--- src/design/drt_pkg.sv ---
// shared types, codes and constants of the dirty rectangle tracker
`default_nettype none
package drt_pkg;

	localparam int DRT_MAX_RECTS = 32;
	localparam int DRT_MAX_SIDE  = 4096;
	localparam int DRT_OUT_W     = 13;
	localparam int DRT_CNT_W     = 7;
	localparam int DRT_CLIP_W    = 18;

	localparam logic [12:0] DRT_RST_WIDTH    = 13'd320;
	localparam logic [12:0] DRT_RST_HEIGHT   = 13'd200;
	localparam logic [7:0]  DRT_RST_DISTANCE = 8'd16;
	localparam logic [5:0]  DRT_RST_LIMIT    = 6'd4;
	localparam logic [3:0]  DRT_RST_PASSES   = 4'd5;

	localparam logic [2:0] REG_WINDOW_WIDTH   = 3'd0;
	localparam logic [2:0] REG_WINDOW_HEIGHT  = 3'd1;
	localparam logic [2:0] REG_MERGE_DISTANCE = 3'd2;
	localparam logic [2:0] REG_DIRECT_LIMIT   = 3'd3;
	localparam logic [2:0] REG_MERGE_PASSES   = 3'd4;

	typedef enum logic [2:0] {
		CMD_ADD     = 3'd0,
		CMD_DIRTY   = 3'd1,
		CMD_BEGIN   = 3'd2,
		CMD_MERGE   = 3'd3,
		CMD_PRESENT = 3'd4,
		CMD_FORCE   = 3'd5
	} cmd_t;

	typedef enum logic [1:0] {
		KIND_ACK  = 2'd0,
		KIND_NONE = 2'd1,
		KIND_RECT = 2'd2,
		KIND_FULL = 2'd3
	} kind_t;

	typedef enum logic [4:0] {
		OP_IDLE,
		OP_LATCH,
		OP_CLIP,
		OP_ADD,
		OP_DIRTY,
		OP_BEGIN,
		OP_FORCE,
		OP_MINIT,
		OP_PASS,
		OP_LDA,
		OP_CMP,
		OP_MOVE,
		OP_ENDI,
		OP_PRES,
		OP_RDK,
		OP_ORECT,
		OP_RESP
	} dp_op_t;

	typedef enum logic [3:0] {
		ST_IDLE,
		ST_DISP,
		ST_ADD,
		ST_MPASS,
		ST_MLDA,
		ST_MCMP,
		ST_MMOVE,
		ST_MENDI,
		ST_MPEND,
		ST_PRD,
		ST_PRECT,
		ST_RESP
	} state_t;

	typedef struct packed {
		dp_op_t op;
		kind_t  kind;
		logic   in_ready;
	} ctrl_t;

	typedef struct packed {
		cmd_t                 cmd;
		logic                 dirty;
		logic                 cnt_le1;
		logic                 near;
		logic                 j_last;
		logic                 j_next_ok;
		logic                 i_more;
		logic                 pass_again;
		logic                 partial;
		logic                 k_last;
		logic                 out_free;
		logic [DRT_CNT_W-1:0] cnt;
	} status_t;

endpackage
`default_nettype wire

--- src/design/dirty_rect_tracker_unit.sv ---
// top level of the dirty rectangle tracker
// add beat: latch, clip, add, result; other beats with one result: latch, dispatch, result
// merge: load each outer entry, test it on later ones, refill a joined slot from the last entry, write back
// present: each stored rectangle is read from the store, then output once the output register is free
// one command at a time: a new beat is taken only in idle, after the previous command is done
// async reset clears count, flags, sequencer and config registers to defaults; the store is not cleared
`default_nettype none
module dirty_rect_tracker_unit #(
	parameter int MAX_RECTS = drt_pkg::DRT_MAX_RECTS,
	parameter int MAX_SIDE  = drt_pkg::DRT_MAX_SIDE
) (
	input  wire logic        clk,
	input  wire logic        arst_n,
	input  wire logic        cfg_wen,
	input  wire logic [2:0]  cfg_index,
	input  wire logic [12:0] cfg_data,
	input  wire logic        s_tvalid,
	output logic             s_tready,
	input  wire logic [63:0] s_tdata,  // rect_left, rect_top, rect_width, rect_height
	input  wire logic [2:0]  s_tuser,  // command
	output logic             m_tvalid,
	input  wire logic        m_tready,
	output logic [63:0]      m_tdata,  // out_left, out_top, out_width, out_height, stored_count,
	                                   // full_forced, zero fill
	output logic [1:0]       m_tuser,  // kind
	output logic             m_tlast   // last
);
	import drt_pkg::*;

	ctrl_t   ctrl;
	status_t st;

	drt_ctrl u_ctrl (
		.clk      (clk),
		.arst_n   (arst_n),
		.s_tvalid (s_tvalid),
		.st       (st),
		.ctrl     (ctrl)
	);

	drt_datapath #(
		.MAX_RECTS (MAX_RECTS),
		.MAX_SIDE  (MAX_SIDE)
	) u_dp (
		.clk       (clk),
		.arst_n    (arst_n),
		.cfg_wen   (cfg_wen),
		.cfg_index (cfg_index),
		.cfg_data  (cfg_data),
		.s_tdata   (s_tdata),
		.s_tuser   (s_tuser),
		.ctrl      (ctrl),
		.m_tready  (m_tready),
		.m_tvalid  (m_tvalid),
		.m_tdata   (m_tdata),
		.m_tuser   (m_tuser),
		.m_tlast   (m_tlast),
		.st        (st)
	);

	assign s_tready = ctrl.in_ready;

	a_non_rect_zero: assert property (@(posedge clk) disable iff (!arst_n)
		m_tvalid && (m_tuser != KIND_RECT) |-> m_tdata[51:0] == '0)
		else $error("non-rectangle result carries rectangle bits");

	a_rect_cleared: assert property (@(posedge clk) disable iff (!arst_n)
		m_tvalid && (m_tuser == KIND_RECT) |-> m_tdata[58:52] == '0)
		else $error("presented rectangle reports uncleared count or flag");

	a_cnt_bound: assert property (@(posedge clk) disable iff (!arst_n)
		st.cnt <= DRT_CNT_W'(MAX_RECTS))
		else $error("stored count beyond store depth");

	a_one_at_a_time: assert property (@(posedge clk) disable iff (!arst_n)
		s_tvalid && s_tready |=> !s_tready)
		else $error("beat taken while a command is in progress");

endmodule
`default_nettype wire

--- src/design/drt_datapath.sv ---
// rectangle store, clipping, merge unit, counters, config and result register
`default_nettype none
module drt_datapath #(
	parameter int MAX_RECTS = drt_pkg::DRT_MAX_RECTS,
	parameter int MAX_SIDE  = drt_pkg::DRT_MAX_SIDE
) (
	input  wire logic             clk,
	input  wire logic             arst_n,
	input  wire logic             cfg_wen,
	input  wire logic [2:0]       cfg_index,
	input  wire logic [12:0]      cfg_data,
	input  wire logic [63:0]      s_tdata,
	input  wire logic [2:0]       s_tuser,
	input  wire drt_pkg::ctrl_t   ctrl,
	input  wire logic             m_tready,
	output logic                  m_tvalid,
	output logic [63:0]           m_tdata,
	output logic [1:0]            m_tuser,
	output logic                  m_tlast,
	output drt_pkg::status_t      st
);
	import drt_pkg::*;

	localparam int AW   = (MAX_RECTS > 1) ? $clog2(MAX_RECTS) : 1;
	localparam int CNTW = $clog2(MAX_RECTS + 1);
	localparam int XW   = CNTW + 1;
	localparam int CW   = $clog2(MAX_SIDE + 1);
	localparam int EW   = 4 * CW;
	localparam int NW   = CW + 2;
	localparam int SW   = DRT_CLIP_W;
	localparam int OW   = DRT_OUT_W;

	logic [12:0] ww_q, wh_q;
	logic [7:0]  md_q;
	logic [5:0]  dl_q;
	logic [3:0]  mp_q;

	logic [2:0]        cmd_q;
	logic [15:0]       in_x_q, in_y_q, in_w_q, in_h_q;
	logic [CW-1:0]     cx_q, cy_q, cw_q, ch_q;
	logic              drop_q;
	logic [EW-1:0]     mem_q [MAX_RECTS];
	logic [EW-1:0]     rdata_q, a_q;
	logic [CNTW-1:0]   cnt_q, emit_n_q;
	logic              ff_q, dirty_q, joined_q;
	logic [3:0]        passes_q;
	logic [AW-1:0]     i_q, j_q, k_q;

	logic              out_valid_q, out_ff_q, out_last_q;
	kind_t             out_kind_q;
	logic [OW-1:0]     out_x_q, out_y_q, out_w_q, out_h_q;
	logic [5:0]        out_cnt_q;

	function automatic logic near_f(input logic [EW-1:0] a, input logic [EW-1:0] b,
		input logic [7:0] d);
		logic [NW-1:0] ax, ay, aw, ah, bx, by, bw, bh, dd;
		ax = NW'(a[CW-1:0]);
		ay = NW'(a[2*CW-1:CW]);
		aw = NW'(a[3*CW-1:2*CW]);
		ah = NW'(a[4*CW-1:3*CW]);
		bx = NW'(b[CW-1:0]);
		by = NW'(b[2*CW-1:CW]);
		bw = NW'(b[3*CW-1:2*CW]);
		bh = NW'(b[4*CW-1:3*CW]);
		dd = NW'(d);
		return (ax <= bx + bw + dd) && (ax + aw + dd >= bx) &&
			(ay <= by + bh + dd) && (ay + ah + dd >= by);
	endfunction

	function automatic logic [EW-1:0] join_f(input logic [EW-1:0] a, input logic [EW-1:0] b);
		logic [CW:0] ax, ay, ae, af, bx, by, be, bf, x0, y0, x1, y1, wd, ht;
		ax = (CW+1)'(a[CW-1:0]);
		ay = (CW+1)'(a[2*CW-1:CW]);
		ae = ax + (CW+1)'(a[3*CW-1:2*CW]);
		af = ay + (CW+1)'(a[4*CW-1:3*CW]);
		bx = (CW+1)'(b[CW-1:0]);
		by = (CW+1)'(b[2*CW-1:CW]);
		be = bx + (CW+1)'(b[3*CW-1:2*CW]);
		bf = by + (CW+1)'(b[4*CW-1:3*CW]);
		x0 = (ax < bx) ? ax : bx;
		y0 = (ay < by) ? ay : by;
		x1 = (ae > be) ? ae : be;
		y1 = (af > bf) ? af : bf;
		wd = x1 - x0;
		ht = y1 - y0;
		return {ht[CW-1:0], wd[CW-1:0], y0[CW-1:0], x0[CW-1:0]};
	endfunction

	// clipping
	logic signed [SW-1:0] x18, y18, w18, h18, cx, cy, cw, ch, side_s, wwl, whl;
	logic                 drop;

	assign x18    = {{(SW-16){in_x_q[15]}}, in_x_q};
	assign y18    = {{(SW-16){in_y_q[15]}}, in_y_q};
	assign w18    = {{(SW-16){in_w_q[15]}}, in_w_q};
	assign h18    = {{(SW-16){in_h_q[15]}}, in_h_q};
	assign side_s = SW'(MAX_SIDE);
	assign wwl    = ($signed({{(SW-13){1'b0}}, ww_q}) > side_s) ? side_s :
		$signed({{(SW-13){1'b0}}, ww_q});
	assign whl    = ($signed({{(SW-13){1'b0}}, wh_q}) > side_s) ? side_s :
		$signed({{(SW-13){1'b0}}, wh_q});

	always_comb begin
		cx = x18[SW-1] ? '0 : x18;
		cy = y18[SW-1] ? '0 : y18;
		cw = w18 + (x18[SW-1] ? x18 : '0);
		ch = h18 + (y18[SW-1] ? y18 : '0);
		if (cx + cw > wwl) begin
			cw = wwl - cx;
		end
		if (cy + ch > whl) begin
			ch = whl - cy;
		end
	end

	assign drop = (cw <= 0) || (ch <= 0);

	// shared merge unit
	logic [EW-1:0] c_entry, near_a, join_now;
	logic          near_now;

	assign c_entry  = {ch_q, cw_q, cy_q, cx_q};
	assign near_a   = (ctrl.op == OP_ADD) ? c_entry : a_q;
	assign near_now = near_f(near_a, rdata_q, md_q);
	assign join_now = join_f(near_a, rdata_q);

	// status
	logic j_last, j_next_ok, i_more, k_last, out_free, cnt_nz, cnt_room;

	assign j_last    = (XW'(j_q) + XW'(1)) == XW'(cnt_q);
	assign j_next_ok = (XW'(j_q) + XW'(1)) < XW'(cnt_q);
	assign i_more    = (XW'(i_q) + XW'(2)) < XW'(cnt_q);
	assign k_last    = (XW'(k_q) + XW'(1)) == XW'(emit_n_q);
	assign out_free  = !out_valid_q || m_tready;
	assign cnt_nz    = cnt_q != '0;
	assign cnt_room  = cnt_q < CNTW'(MAX_RECTS);

	always_comb begin
		st.cmd        = cmd_t'(cmd_q);
		st.dirty      = dirty_q;
		st.cnt_le1    = cnt_q <= CNTW'(1);
		st.near       = near_now;
		st.j_last     = j_last;
		st.j_next_ok  = j_next_ok;
		st.i_more     = i_more;
		st.pass_again = joined_q && (cnt_q > CNTW'(1)) && (passes_q < mp_q);
		st.partial    = cnt_nz && (8'(cnt_q) <= 8'(dl_q)) && !ff_q;
		st.k_last     = k_last;
		st.out_free   = out_free;
		st.cnt        = DRT_CNT_W'(cnt_q);
	end

	// memory port control
	logic          we, re;
	logic [AW-1:0] waddr, raddr;
	logic [EW-1:0] wdata;

	always_comb begin
		we    = 1'b0;
		re    = 1'b0;
		waddr = '0;
		raddr = '0;
		wdata = c_entry;
		case (ctrl.op)
			OP_CLIP: begin
				re    = 1'b1;
				raddr = AW'(cnt_q - CNTW'(1));
			end
			OP_ADD: begin
				if (!drop_q) begin
					if (cnt_nz && near_now) begin
						we    = 1'b1;
						waddr = AW'(cnt_q - CNTW'(1));
						wdata = join_now;
					end else if (cnt_room) begin
						we    = 1'b1;
						waddr = AW'(cnt_q);
						wdata = c_entry;
					end
				end
			end
			OP_PASS: begin
				re    = 1'b1;
				raddr = '0;
			end
			OP_LDA: begin
				re    = 1'b1;
				raddr = AW'(i_q + AW'(1));
			end
			OP_CMP: begin
				if (near_now) begin
					if (!j_last) begin
						re    = 1'b1;
						raddr = AW'(cnt_q - CNTW'(1));
					end
				end else if (j_next_ok) begin
					re    = 1'b1;
					raddr = AW'(j_q + AW'(1));
				end
			end
			OP_MOVE: begin
				we    = 1'b1;
				waddr = j_q;
				wdata = rdata_q;
			end
			OP_ENDI: begin
				we    = 1'b1;
				waddr = i_q;
				wdata = a_q;
				if (i_more) begin
					re    = 1'b1;
					raddr = AW'(i_q + AW'(1));
				end
			end
			OP_RDK: begin
				re    = 1'b1;
				raddr = k_q;
			end
			default: begin
			end
		endcase
	end

	always_ff @(posedge clk) begin
		if (we) begin
			mem_q[waddr] <= wdata;
		end
		if (re) begin
			rdata_q <= mem_q[raddr];
		end
	end

	// config registers
	always_ff @(posedge clk or negedge arst_n) begin
		if (!arst_n) begin
			ww_q <= DRT_RST_WIDTH;
			wh_q <= DRT_RST_HEIGHT;
			md_q <= DRT_RST_DISTANCE;
			dl_q <= DRT_RST_LIMIT;
			mp_q <= DRT_RST_PASSES;
		end else if (cfg_wen) begin
			case (cfg_index)
				REG_WINDOW_WIDTH:   ww_q <= cfg_data;
				REG_WINDOW_HEIGHT:  wh_q <= cfg_data;
				REG_MERGE_DISTANCE: md_q <= cfg_data[7:0];
				REG_DIRECT_LIMIT:   dl_q <= cfg_data[5:0];
				REG_MERGE_PASSES:   mp_q <= cfg_data[3:0];
				default: begin
				end
			endcase
		end
	end

	// counters and flags
	always_ff @(posedge clk or negedge arst_n) begin
		if (!arst_n) begin
			cnt_q       <= '0;
			ff_q        <= 1'b0;
			dirty_q     <= 1'b0;
			joined_q    <= 1'b0;
			passes_q    <= '0;
			i_q         <= '0;
			j_q         <= '0;
			k_q         <= '0;
			out_valid_q <= 1'b0;
		end else begin
			case (ctrl.op)
				OP_ADD: begin
					if (!drop_q && !(cnt_nz && near_now)) begin
						if (cnt_room) begin
							cnt_q <= cnt_q + CNTW'(1);
						end else begin
							ff_q <= 1'b1;
						end
					end
				end
				OP_DIRTY: dirty_q <= 1'b1;
				OP_BEGIN: begin
					cnt_q <= '0;
					ff_q  <= 1'b0;
				end
				OP_FORCE: ff_q <= 1'b1;
				OP_MINIT: passes_q <= '0;
				OP_PASS: begin
					i_q      <= '0;
					joined_q <= 1'b0;
					passes_q <= passes_q + 4'd1;
				end
				OP_LDA: j_q <= AW'(i_q + AW'(1));
				OP_CMP: begin
					if (near_now) begin
						cnt_q    <= cnt_q - CNTW'(1);
						joined_q <= 1'b1;
					end else begin
						j_q <= AW'(j_q + AW'(1));
					end
				end
				OP_ENDI: i_q <= AW'(i_q + AW'(1));
				OP_PRES: begin
					k_q     <= '0;
					dirty_q <= 1'b0;
					cnt_q   <= '0;
					ff_q    <= 1'b0;
				end
				OP_ORECT: k_q <= AW'(k_q + AW'(1));
				default: begin
				end
			endcase
			if (ctrl.op == OP_RESP || ctrl.op == OP_ORECT) begin
				out_valid_q <= 1'b1;
			end else if (m_tready) begin
				out_valid_q <= 1'b0;
			end
		end
	end

	// payload registers
	always_ff @(posedge clk) begin
		case (ctrl.op)
			OP_LATCH: begin
				cmd_q  <= s_tuser;
				in_x_q <= s_tdata[15:0];
				in_y_q <= s_tdata[31:16];
				in_w_q <= s_tdata[47:32];
				in_h_q <= s_tdata[63:48];
			end
			OP_CLIP: begin
				cx_q   <= cx[CW-1:0];
				cy_q   <= cy[CW-1:0];
				cw_q   <= cw[CW-1:0];
				ch_q   <= ch[CW-1:0];
				drop_q <= drop;
			end
			OP_LDA: a_q <= rdata_q;
			OP_CMP: begin
				if (near_now) begin
					a_q <= join_now;
				end
			end
			OP_PRES: emit_n_q <= cnt_q;
			default: begin
			end
		endcase
		if (ctrl.op == OP_RESP) begin
			out_kind_q <= ctrl.kind;
			out_x_q    <= '0;
			out_y_q    <= '0;
			out_w_q    <= '0;
			out_h_q    <= '0;
			out_cnt_q  <= 6'(cnt_q);
			out_ff_q   <= ff_q;
			out_last_q <= 1'b1;
		end else if (ctrl.op == OP_ORECT) begin
			out_kind_q <= KIND_RECT;
			out_x_q    <= OW'(rdata_q[CW-1:0]);
			out_y_q    <= OW'(rdata_q[2*CW-1:CW]);
			out_w_q    <= OW'(rdata_q[3*CW-1:2*CW]);
			out_h_q    <= OW'(rdata_q[4*CW-1:3*CW]);
			out_cnt_q  <= 6'(cnt_q);
			out_ff_q   <= ff_q;
			out_last_q <= k_last;
		end
	end

	assign m_tvalid = out_valid_q;
	assign m_tdata  = {5'b0, out_ff_q, out_cnt_q, out_h_q, out_w_q, out_y_q, out_x_q};
	assign m_tuser  = out_kind_q;
	assign m_tlast  = out_last_q;

endmodule
`default_nettype wire

--- src/design/drt_ctrl.sv ---
// command sequencer of the dirty rectangle tracker
`default_nettype none
module drt_ctrl (
	input  wire logic             clk,
	input  wire logic             arst_n,
	input  wire logic             s_tvalid,
	input  wire drt_pkg::status_t st,
	output drt_pkg::ctrl_t        ctrl
);
	import drt_pkg::*;

	state_t state_q, state_d;
	kind_t  resp_q, resp_d;

	always_ff @(posedge clk or negedge arst_n) begin
		if (!arst_n) begin
			state_q <= ST_IDLE;
			resp_q  <= KIND_ACK;
		end else begin
			state_q <= state_d;
			resp_q  <= resp_d;
		end
	end

	always_comb begin
		state_d       = state_q;
		resp_d        = resp_q;
		ctrl.op       = OP_IDLE;
		ctrl.kind     = resp_q;
		ctrl.in_ready = 1'b0;
		case (state_q)
			ST_IDLE: begin
				ctrl.in_ready = 1'b1;
				if (s_tvalid) begin
					ctrl.op = OP_LATCH;
					state_d = ST_DISP;
				end
			end
			ST_DISP: begin
				resp_d  = KIND_ACK;
				state_d = ST_RESP;
				case (st.cmd)
					CMD_ADD: begin
						ctrl.op = OP_CLIP;
						state_d = ST_ADD;
					end
					CMD_DIRTY: ctrl.op = OP_DIRTY;
					CMD_BEGIN: ctrl.op = OP_BEGIN;
					CMD_FORCE: ctrl.op = OP_FORCE;
					CMD_MERGE: begin
						if (!st.cnt_le1) begin
							ctrl.op = OP_MINIT;
							state_d = ST_MPASS;
						end
					end
					CMD_PRESENT: begin
						if (!st.dirty) begin
							resp_d = KIND_NONE;
						end else begin
							ctrl.op = OP_PRES;
							if (st.partial) begin
								state_d = ST_PRD;
							end else begin
								resp_d = KIND_FULL;
							end
						end
					end
					default: begin
					end
				endcase
			end
			ST_ADD: begin
				ctrl.op = OP_ADD;
				state_d = ST_RESP;
			end
			ST_MPASS: begin
				ctrl.op = OP_PASS;
				state_d = ST_MLDA;
			end
			ST_MLDA: begin
				ctrl.op = OP_LDA;
				state_d = ST_MCMP;
			end
			ST_MCMP: begin
				ctrl.op = OP_CMP;
				if (st.near) begin
					state_d = st.j_last ? ST_MENDI : ST_MMOVE;
				end else begin
					state_d = st.j_next_ok ? ST_MCMP : ST_MENDI;
				end
			end
			ST_MMOVE: begin
				ctrl.op = OP_MOVE;
				state_d = ST_MCMP;
			end
			ST_MENDI: begin
				ctrl.op = OP_ENDI;
				state_d = st.i_more ? ST_MLDA : ST_MPEND;
			end
			ST_MPEND: begin
				state_d = st.pass_again ? ST_MPASS : ST_RESP;
			end
			ST_PRD: begin
				ctrl.op = OP_RDK;
				state_d = ST_PRECT;
			end
			ST_PRECT: begin
				if (st.out_free) begin
					ctrl.op = OP_ORECT;
					state_d = st.k_last ? ST_IDLE : ST_PRD;
				end
			end
			ST_RESP: begin
				if (st.out_free) begin
					ctrl.op = OP_RESP;
					state_d = ST_IDLE;
				end
			end
			default: state_d = ST_IDLE;
		endcase
	end

endmodule
`default_nettype wire
--- config.mk ---
export PLATFORM = sky130hd
export DESIGN_NAME = dirty_rect_tracker_unit
export DESIGN_NICKNAME = d
export VERILOG_FILES = /design/src/design/drt_pkg.sv /design/src/design/dirty_rect_tracker_unit.sv /design/src/design/drt_datapath.sv /design/src/design/drt_ctrl.sv
export SDC_FILE = /design/constraint.sdc
export NUM_CORES = 2
export LEC_CHECK = 0
export BUFFER_PORTS_ARGS = -buffer_cell sky130_fd_sc_hd__buf_2
export CORE_MARGIN = 3
export CORE_UTILIZATION = 25
export DETAILED_ROUTE_END_ITERATION = 12
export HOLD_SLACK_MARGIN = 0.1
export PLACE_DENSITY_LB_ADDON = 0.08
export RECOVER_POWER = 100
export REMOVE_ABC_BUFFERS = 1
export SETUP_SLACK_MARGIN = 0.02
export SYNTH_ARGS = -nofsm -noshare
export SYNTH_HDL_FRONTEND = slang
export SYNTH_SLANG_ARGS = --single-unit
--- constraint.sdc ---
create_clock -name clk -period 10.4 [get_ports clk]
set_input_delay 2.08 -clock clk [delete_from_list [all_inputs] [get_ports clk]]
set_output_delay 2.08 -clock clk [all_outputs]
set_load 0.01 [all_outputs]
Yosys cells after proc, flatten, opt, wreduce, memory -nomap -nowiden
Memory sizes are Yosys's and may differ from the RTL's. A register that Yosys moved wholly into a read port is not among the register bits.
Index checks and enable logic that the tools add are counted.

operators by class
  muxes and demuxes = 86
  magnitude comparators = 21
  add/sub/neg operators = 29
  reduce and logical (&&, ||, !) cells = 45
  equality and inequality tests = 46

operators with widths
  cell                                                   number
  two-way mux 52 bit                                     4
  one-hot mux 52 bit (3 select lines)                    1
  adder 13 x 13 -> 14 bit                                8
  one-hot mux 52 bit (2 select lines)                    1
  two-way mux 13 bit                                     6
  adder 18 bit                                           4
  two-way mux 18 bit                                     4
  adder 15 x 8 -> 15 bit                                 4
  one-hot mux 5 bit (11 select lines)                    1
  two-way mux 5 bit                                      9
  two-way mux 4 bit                                      11
  one-hot mux 4 bit (11 select lines)                    1
  equality test 5 x 4 -> 1 bit (second input constant)   8
  > comparator 18 bit                                    2
  <= comparator 18 x 1 -> 1 bit (second input constant)  2
  subtractor 18 bit                                      2
  greater-or-equal comparator 15 x 13 -> 1 bit           2
  <= comparator 13 x 15 -> 1 bit                         2
  two-way mux 15 bit                                     2
  two-way mux 6 bit                                      5
  one-hot mux 5 bit (2 select lines)                     3
  one-hot mux 5 bit (6 select lines)                     1
  > comparator 14 bit                                    2
  > comparator 13 bit (second input constant)            2
  51 further kinds                                       140

word-level totals
  RAM bits = 1664
  logic and storage cells = 264
  input bits = 88
  output and inout port bits = 69
  memories = 1
  flip-flop bits (word level) = 319

memory list
  name        depth  bits a word  rd ports  clocked after Yosys merged registers in  write ports  RTL line            text
  u_dp.mem_q  32     52           1         1                                        1            drt_datapath.sv:42  logic [EW-1:0] mem_q [MAX_RECTS];

Longest topological paths before layout
  word-level depth = 18
  mapped depth = 44
  gate-level depth less buffers = 40

By module
From an unflattened synthesis, not the netlist that was laid out.

second synthesis, totals
  cells, all modules = 7302
  area, all modules = 95142.5 um^2

by module, submodules not included
  module        cells each  times used  sequential area each (um^2)  area each (um^2)
  drt_datapath  7219        1           60043.8                      94524.4
  drt_ctrl      83          1           150.1                        618.1

Worst setup path after synthesis
OpenSTA, ideal clock, no wires.

  path type = register -> register
  start point = register u_ctrl.state_q[1]
  end point = memory u_dp.mem_q[16][0] (netlist name) (enable)
  setup slack = -484 ps
  arrival = 10358 ps
  library setup time = 525 ps
  buffers on the path = 4
  required time = 9875 ps
  stages on the path, launching flop included = 37
  clock period less this slack = 10884 ps
  path through = dfrtp_1 -> clkbuf_1 -> nand2b_1 -> nor3_1 -> clkbuf_1 -> clkbuf_1 -> buf_1 -> nand2_1 -> nand2_1 -> ha_1 -> inv_1 -> fa_1 -> nand2b_1 -> a21oi_1 -> nor3_1 -> xnor2_1 -> ha_1 -> or2_2 -> a21oi_1 -> a21oi_1 -> nand4b_1 -> nor3b_2 -> xor2_1 -> ha_1 -> a21oi_1 -> o21ai_0 -> a21oi_1 -> o31ai_1 -> a311o_2 -> o211ai_2 -> nor2_2 -> nand2_2 -> mux2_2 -> o22ai_1 -> a222oi_1 -> nand3b_1 -> nor3_1

on the way
  word-level cells in the longest chain between the ends = 16
  elaborated cells on any way between the ends = 37
  those cells by class = add/sub (4); order compare (4); eq/ne (13); mux (10); reduce/logical (6)

ends and longest elaborated chain
  item                                               RTL line                                  text
  from (decl)                                        drt_ctrl.sv:12                            state_t state_q, state_d;
  from (signal assigned)                             drt_ctrl.sv:20                            state_q <= state_d;
  equality test 4 bit, or another cell as far along  drt_ctrl.sv:31                            case (state_q)
  one-hot mux 5 bit (11 select lines) *              drt_ctrl.sv:31
  equality test 5 x 2 -> 1 bit                       drt_datapath.sv:123, drt_datapath.sv:164
  two-way mux 52 bit                                 drt_datapath.sv:123                       assign near_a = (ctrl.op == OP_ADD) ? c_entry : a_q;
  adder 13 x 13 -> 14 bit                            drt_datapath.sv:66                        return (ax <= bx + bw + dd) && (ax + aw + dd >= bx) &&
  adder 15 x 8 -> 15 bit                             drt_datapath.sv:66
  greater-or-equal comparator 15 x 13 -> 1 bit       drt_datapath.sv:66
  logical AND 1 bit (2 in series)                    drt_datapath.sv:66
  logical AND 1 bit                                  drt_datapath.sv:67                        (ay <= by + bh + dd) && (ay + ah + dd >= by);
  logical AND 1 bit                                  drt_datapath.sv:171                       if (cnt_nz && near_now) begin
  two-way mux 1 bit                                  drt_datapath.sv:171
  two-way mux 1 bit                                  drt_datapath.sv:170                       if (!drop_q) begin
  one-hot mux 1 bit (2 select lines)                 drt_datapath.sv:164                       case (ctrl.op)
  two-way mux 1 bit                                  drt_datapath.sv:225                       if (we) begin
  two-way mux 1 bit (not written as such)            drt_datapath.sv:226                       mem_q[waddr] <= wdata;
  to (decl)                                          drt_datapath.sv:42

Every way passes the cells marked *; elsewhere a longest branch is shown, timed or not.

Final worst setup path
  start point = register u_ctrl.state_q[0]
  end point = memory u_dp.mem_q[26][44] (netlist name), data pin

on the way
  word-level cells in the longest chain between the ends = 14
  elaborated cells on any way between the ends = 37
  those cells by class = add/sub (6); order compare (6); eq/ne (13); mux (7); reduce/logical (5)

ends and longest elaborated chain
  item                                               RTL line                                  text
  equality test 4 bit, or another cell as far along  drt_ctrl.sv:31
  one-hot mux 5 bit (11 select lines) *              drt_ctrl.sv:31
  equality test 5 x 2 -> 1 bit                       drt_datapath.sv:123, drt_datapath.sv:164
  two-way mux 52 bit                                 drt_datapath.sv:123
  adder 13 x 13 -> 14 bit                            drt_datapath.sv:66
  adder 15 x 8 -> 15 bit                             drt_datapath.sv:66
  greater-or-equal comparator 15 x 13 -> 1 bit       drt_datapath.sv:66
  logical AND 1 bit (2 in series)                    drt_datapath.sv:66
  logical AND 1 bit                                  drt_datapath.sv:67
  logical AND 1 bit                                  drt_datapath.sv:171
  two-way mux 52 bit                                 drt_datapath.sv:171
  two-way mux 52 bit                                 drt_datapath.sv:170
  one-hot mux 52 bit (3 select lines) *              drt_datapath.sv:164
  net u_dp.wdata[44]                                 drt_datapath.sv:156                       logic [EW-1:0] wdata;

The timed path passes the listed nets; every way through them passes the cells marked *.

==> run_results.csv <==
group,metric,value,unit
timing,period_share,92.0,%
timing,fin_ws,834,ps
synthesis,ys_types,98,
synthesis,syn-cell-area,93900,µm²
global_route,grt_max_degree,84,
synthesis,seq_area_frac_synth,64.1,%
synthesis,synth_largest_area_cell,"edfxtp_1",
setup_path,cp_max_fo,51,
routing,vias,64191,
clocking,cts_max_level,4,
die,die-width,619,µm
die,start_util,25.2,%
setup_path,required,10980,ps
setup_path,cp_num_buf_inv,7,
placement,numPortBuffers,151,
routing,ant_nets,0,
timing,max_freq,0.105,GHz
synthesis,synth_edf_count,1903,
layout,nFillCells,37819,
setup_path,crit_arrival,10140,ps
global_route,grt_pass1_wl,522000,µm
timing,worst_slew_pin_slew,3760,ps
die,core,373000,µm²
synthesis,yosysMostFrequentCell,"edfxtp_1",
clocking,clk_latency,950,ps
layout,register_area,60200,µm²
routing,wl_per_cell,29.1,µm
clocking,ctsLongestPathBuffers,4,
synthesis,synth_common_cells,"edfxtp_1, nand2_1, ha_1",
timing,finalMaxSlewViolations,516,
setup_path,crit_type,"reg -> reg",
clocking,cts_num_sinks,2035,
synthesis,postSynthAreaPerCell,12.6,µm²
die,pin_count,157,
setup_path,crit_family,"simple AND/OR/NAND/NOR gates",
synthesis,synth_seq_cells,2035,
placement,pre_cts_ws,1060,ps
clocking,cts_tree,"built",
synthesis,synth_top_cell_area_share,60.9,%
job,cap_violations,13,
run_status,violations,"capacitance limit, slew limit",
layout,layout-drive-gt1-share,10.9,%
routing,drc_errors,0,
timing,max-slew-margin-rel,-150,%
global_route,grt_antenna_before_repair,20,
timing,period_minus_slack,9570,ps
synthesis,async_flop_share,3.88,%
setup_path,crit_slowest_cell,"clkbuf_2",
global_route,groute.usage.overall,19.2,%
setup_path,cp-start-kind,"register",
layout,multi_input_area,31400,µm²
global_route,grt_pass1_vias,63710,
die,row_count,224,
clocking,clkTransAtPathRegs,60,ps
synthesis,yosysWarnings,0,
timing,fin_skew,56.4,ps
clocking,cts_setup_buffers,0,
placement,dp_hpwl,238000,µm
synthesis,syn_inst,7475,
timing,rsz0062_at_grt,"no",
synthesis,synth_area_leaders,"edfxtp_1, nand2_1, ha_1, mux2i_1, dfrtp_1",
clocking,cts_hold_buf,0,
layout,areaGrowthSynthToFinish,17.2,%
clocking,ctsRootBufferMaster,"clkbuf_16",
timing,hold_violations,0,
hold_path,hp-class,"reg -> reg",
clocking,cts_buffers,239,
setup_path,endpoint_kind,"register",
synthesis,synthFlopType,"edfxtp_1",
die,die_h,619,µm
routing,wirelength,378000,µm
timing,setup_viol,0,
run_status,status,"complete, but fails checks",
layout,post-route-util,29.5,%
placement,gp_congestion,0.826,
routing,drt_iter0_markers,5377,
setup_path,max_stage_delay,760,ps
routing,firstDrtPassIters,8,
routing,vias_per_cell,4.94,
die,die-area,383000,µm²
global_route,grt-ovfl-total,0,
clocking,ctsResizeCount,0,
layout,finalNetCount,8288,
-- placed cells by master (no fill, tap or decap), drive strengths merged, types with 26 or more instances in the layout --
master,instances
nor2,188
nor3,102
mux2,66
xor2,49
a221oi,58
inv,228
edfxtp,1903
o22ai,82
a22oi,54
and2,42
o21ai,303
mux2i,329
a21o,63
xnor2,126
buf,334
o211ai,33
ha,356
nand2b,79
a31oi,171
a311oi,56
a32oi,113
dfrtp,70
o21a,41
dfxtp,53
and3,116
a21oi,241
nand4,29
o21bai,26
clkinv,92
a211oi,177
nand3,292
nor2b,57
clkbuf,499
nand2,1376
-- area by class of cell --
cell class,count,area share (%)
Sequential cell,2035,54.7
Tap cell,4972,5.65
Inverter,224,0.764
Antenna cell,7,0.0159
Timing Repair Buffer,511,3.57
Multi-Input combinational cell,4817,28.5
Clock inverter,114,0.851
Clock buffer,322,5.92
-- flip-flops by register name, summed over array words and instances (netlist names), 6 cells and up --
name and flops:
u_dp.mem_q 1664, u_dp.in_y_q 16, u_dp.ww_q 13, u_dp.cw_q 13
u_dp.in_x_q 16, u_dp.cx_q 13, u_dp.out_w_q 13, u_dp.in_w_q 16
u_dp.out_h_q 13, u_dp.cy_q 13, u_dp.rdata_q 52, u_dp.out_cnt_q 6
u_dp.dl_q 6, u_dp.wh_q 13, u_dp.cnt_q 6, u_dp.a_q 52
u_dp.out_x_q 13, u_dp.ch_q 13, u_dp.in_h_q 16, u_dp.md_q 8
u_dp.emit_n_q 6, u_dp.out_y_q 13
-- layer usage --
metal | vias to the layer above | GRT usage (%) | share of wire, %
met4 | 2 | 4.42 | 2.3
met5 | - | 0 | 0.0032
li1 | 28903 | - | -
met3 | 398 | 1.98 | 4.2
met1 | 33273 | 26.5 | 46
met2 | 1615 | 32.4 | 48
-- worst min-delay path, delay by kind of cell, from the launching register on --
kind	cells	cell delay [ps]
AOI/OAI and AO/OA	1	50
and+or+nand+nor	1	50
DFF	1	310
-- metrics by stage --
step	std cells	setup TNS, ps	area (µm²)	hold WS, ps
after CTS	12995	0	111000	453
after global routing	12996	0	110000	473
after global placement	12559	0	103000	441
after floorplan	7076	-4934270	92100	439
final	13002	0	110000	453
after detailed placement	12559	0	103000	445
-- cell families after synthesis --
group / count (synthesis) / synth area share (%)
other: 1 / 0.00399
DFF: 2035 / 64.1
buffers and inverters: 627 / 2.84
xor gates and xnor gates: 175 / 1.64
muxes: 395 / 4.30
adders and majority gates: 372 / 5.09
and+or+nand+nor: 2347 / 11.1
AOI/OAI and AO/OA: 1523 / 10.9
-- worst paths after layout --
path	start	end	slack, ps	cells past startpoint
setup / recovery	u_ctrl.state_q[0]	u_dp.mem_q[26][44]	830	32
hold / removal	u_dp.out_x_q[5]	u_dp.out_x_q[5]	450	2
setup reg to reg	u_ctrl.state_q[0]	u_dp.mem_q[26][44]	830	32
hold reg to reg	u_dp.out_x_q[5]	u_dp.out_x_q[5]	450	2
max in group asynchronous	arst_n	u_dp.i_q[0]	4990	2
min in group asynchronous	arst_n	u_dp.ww_q[3]	1710	1
Power is not shown: default switching activity piles up to over one toggle a cycle in this logic, so the estimate is an artifact.
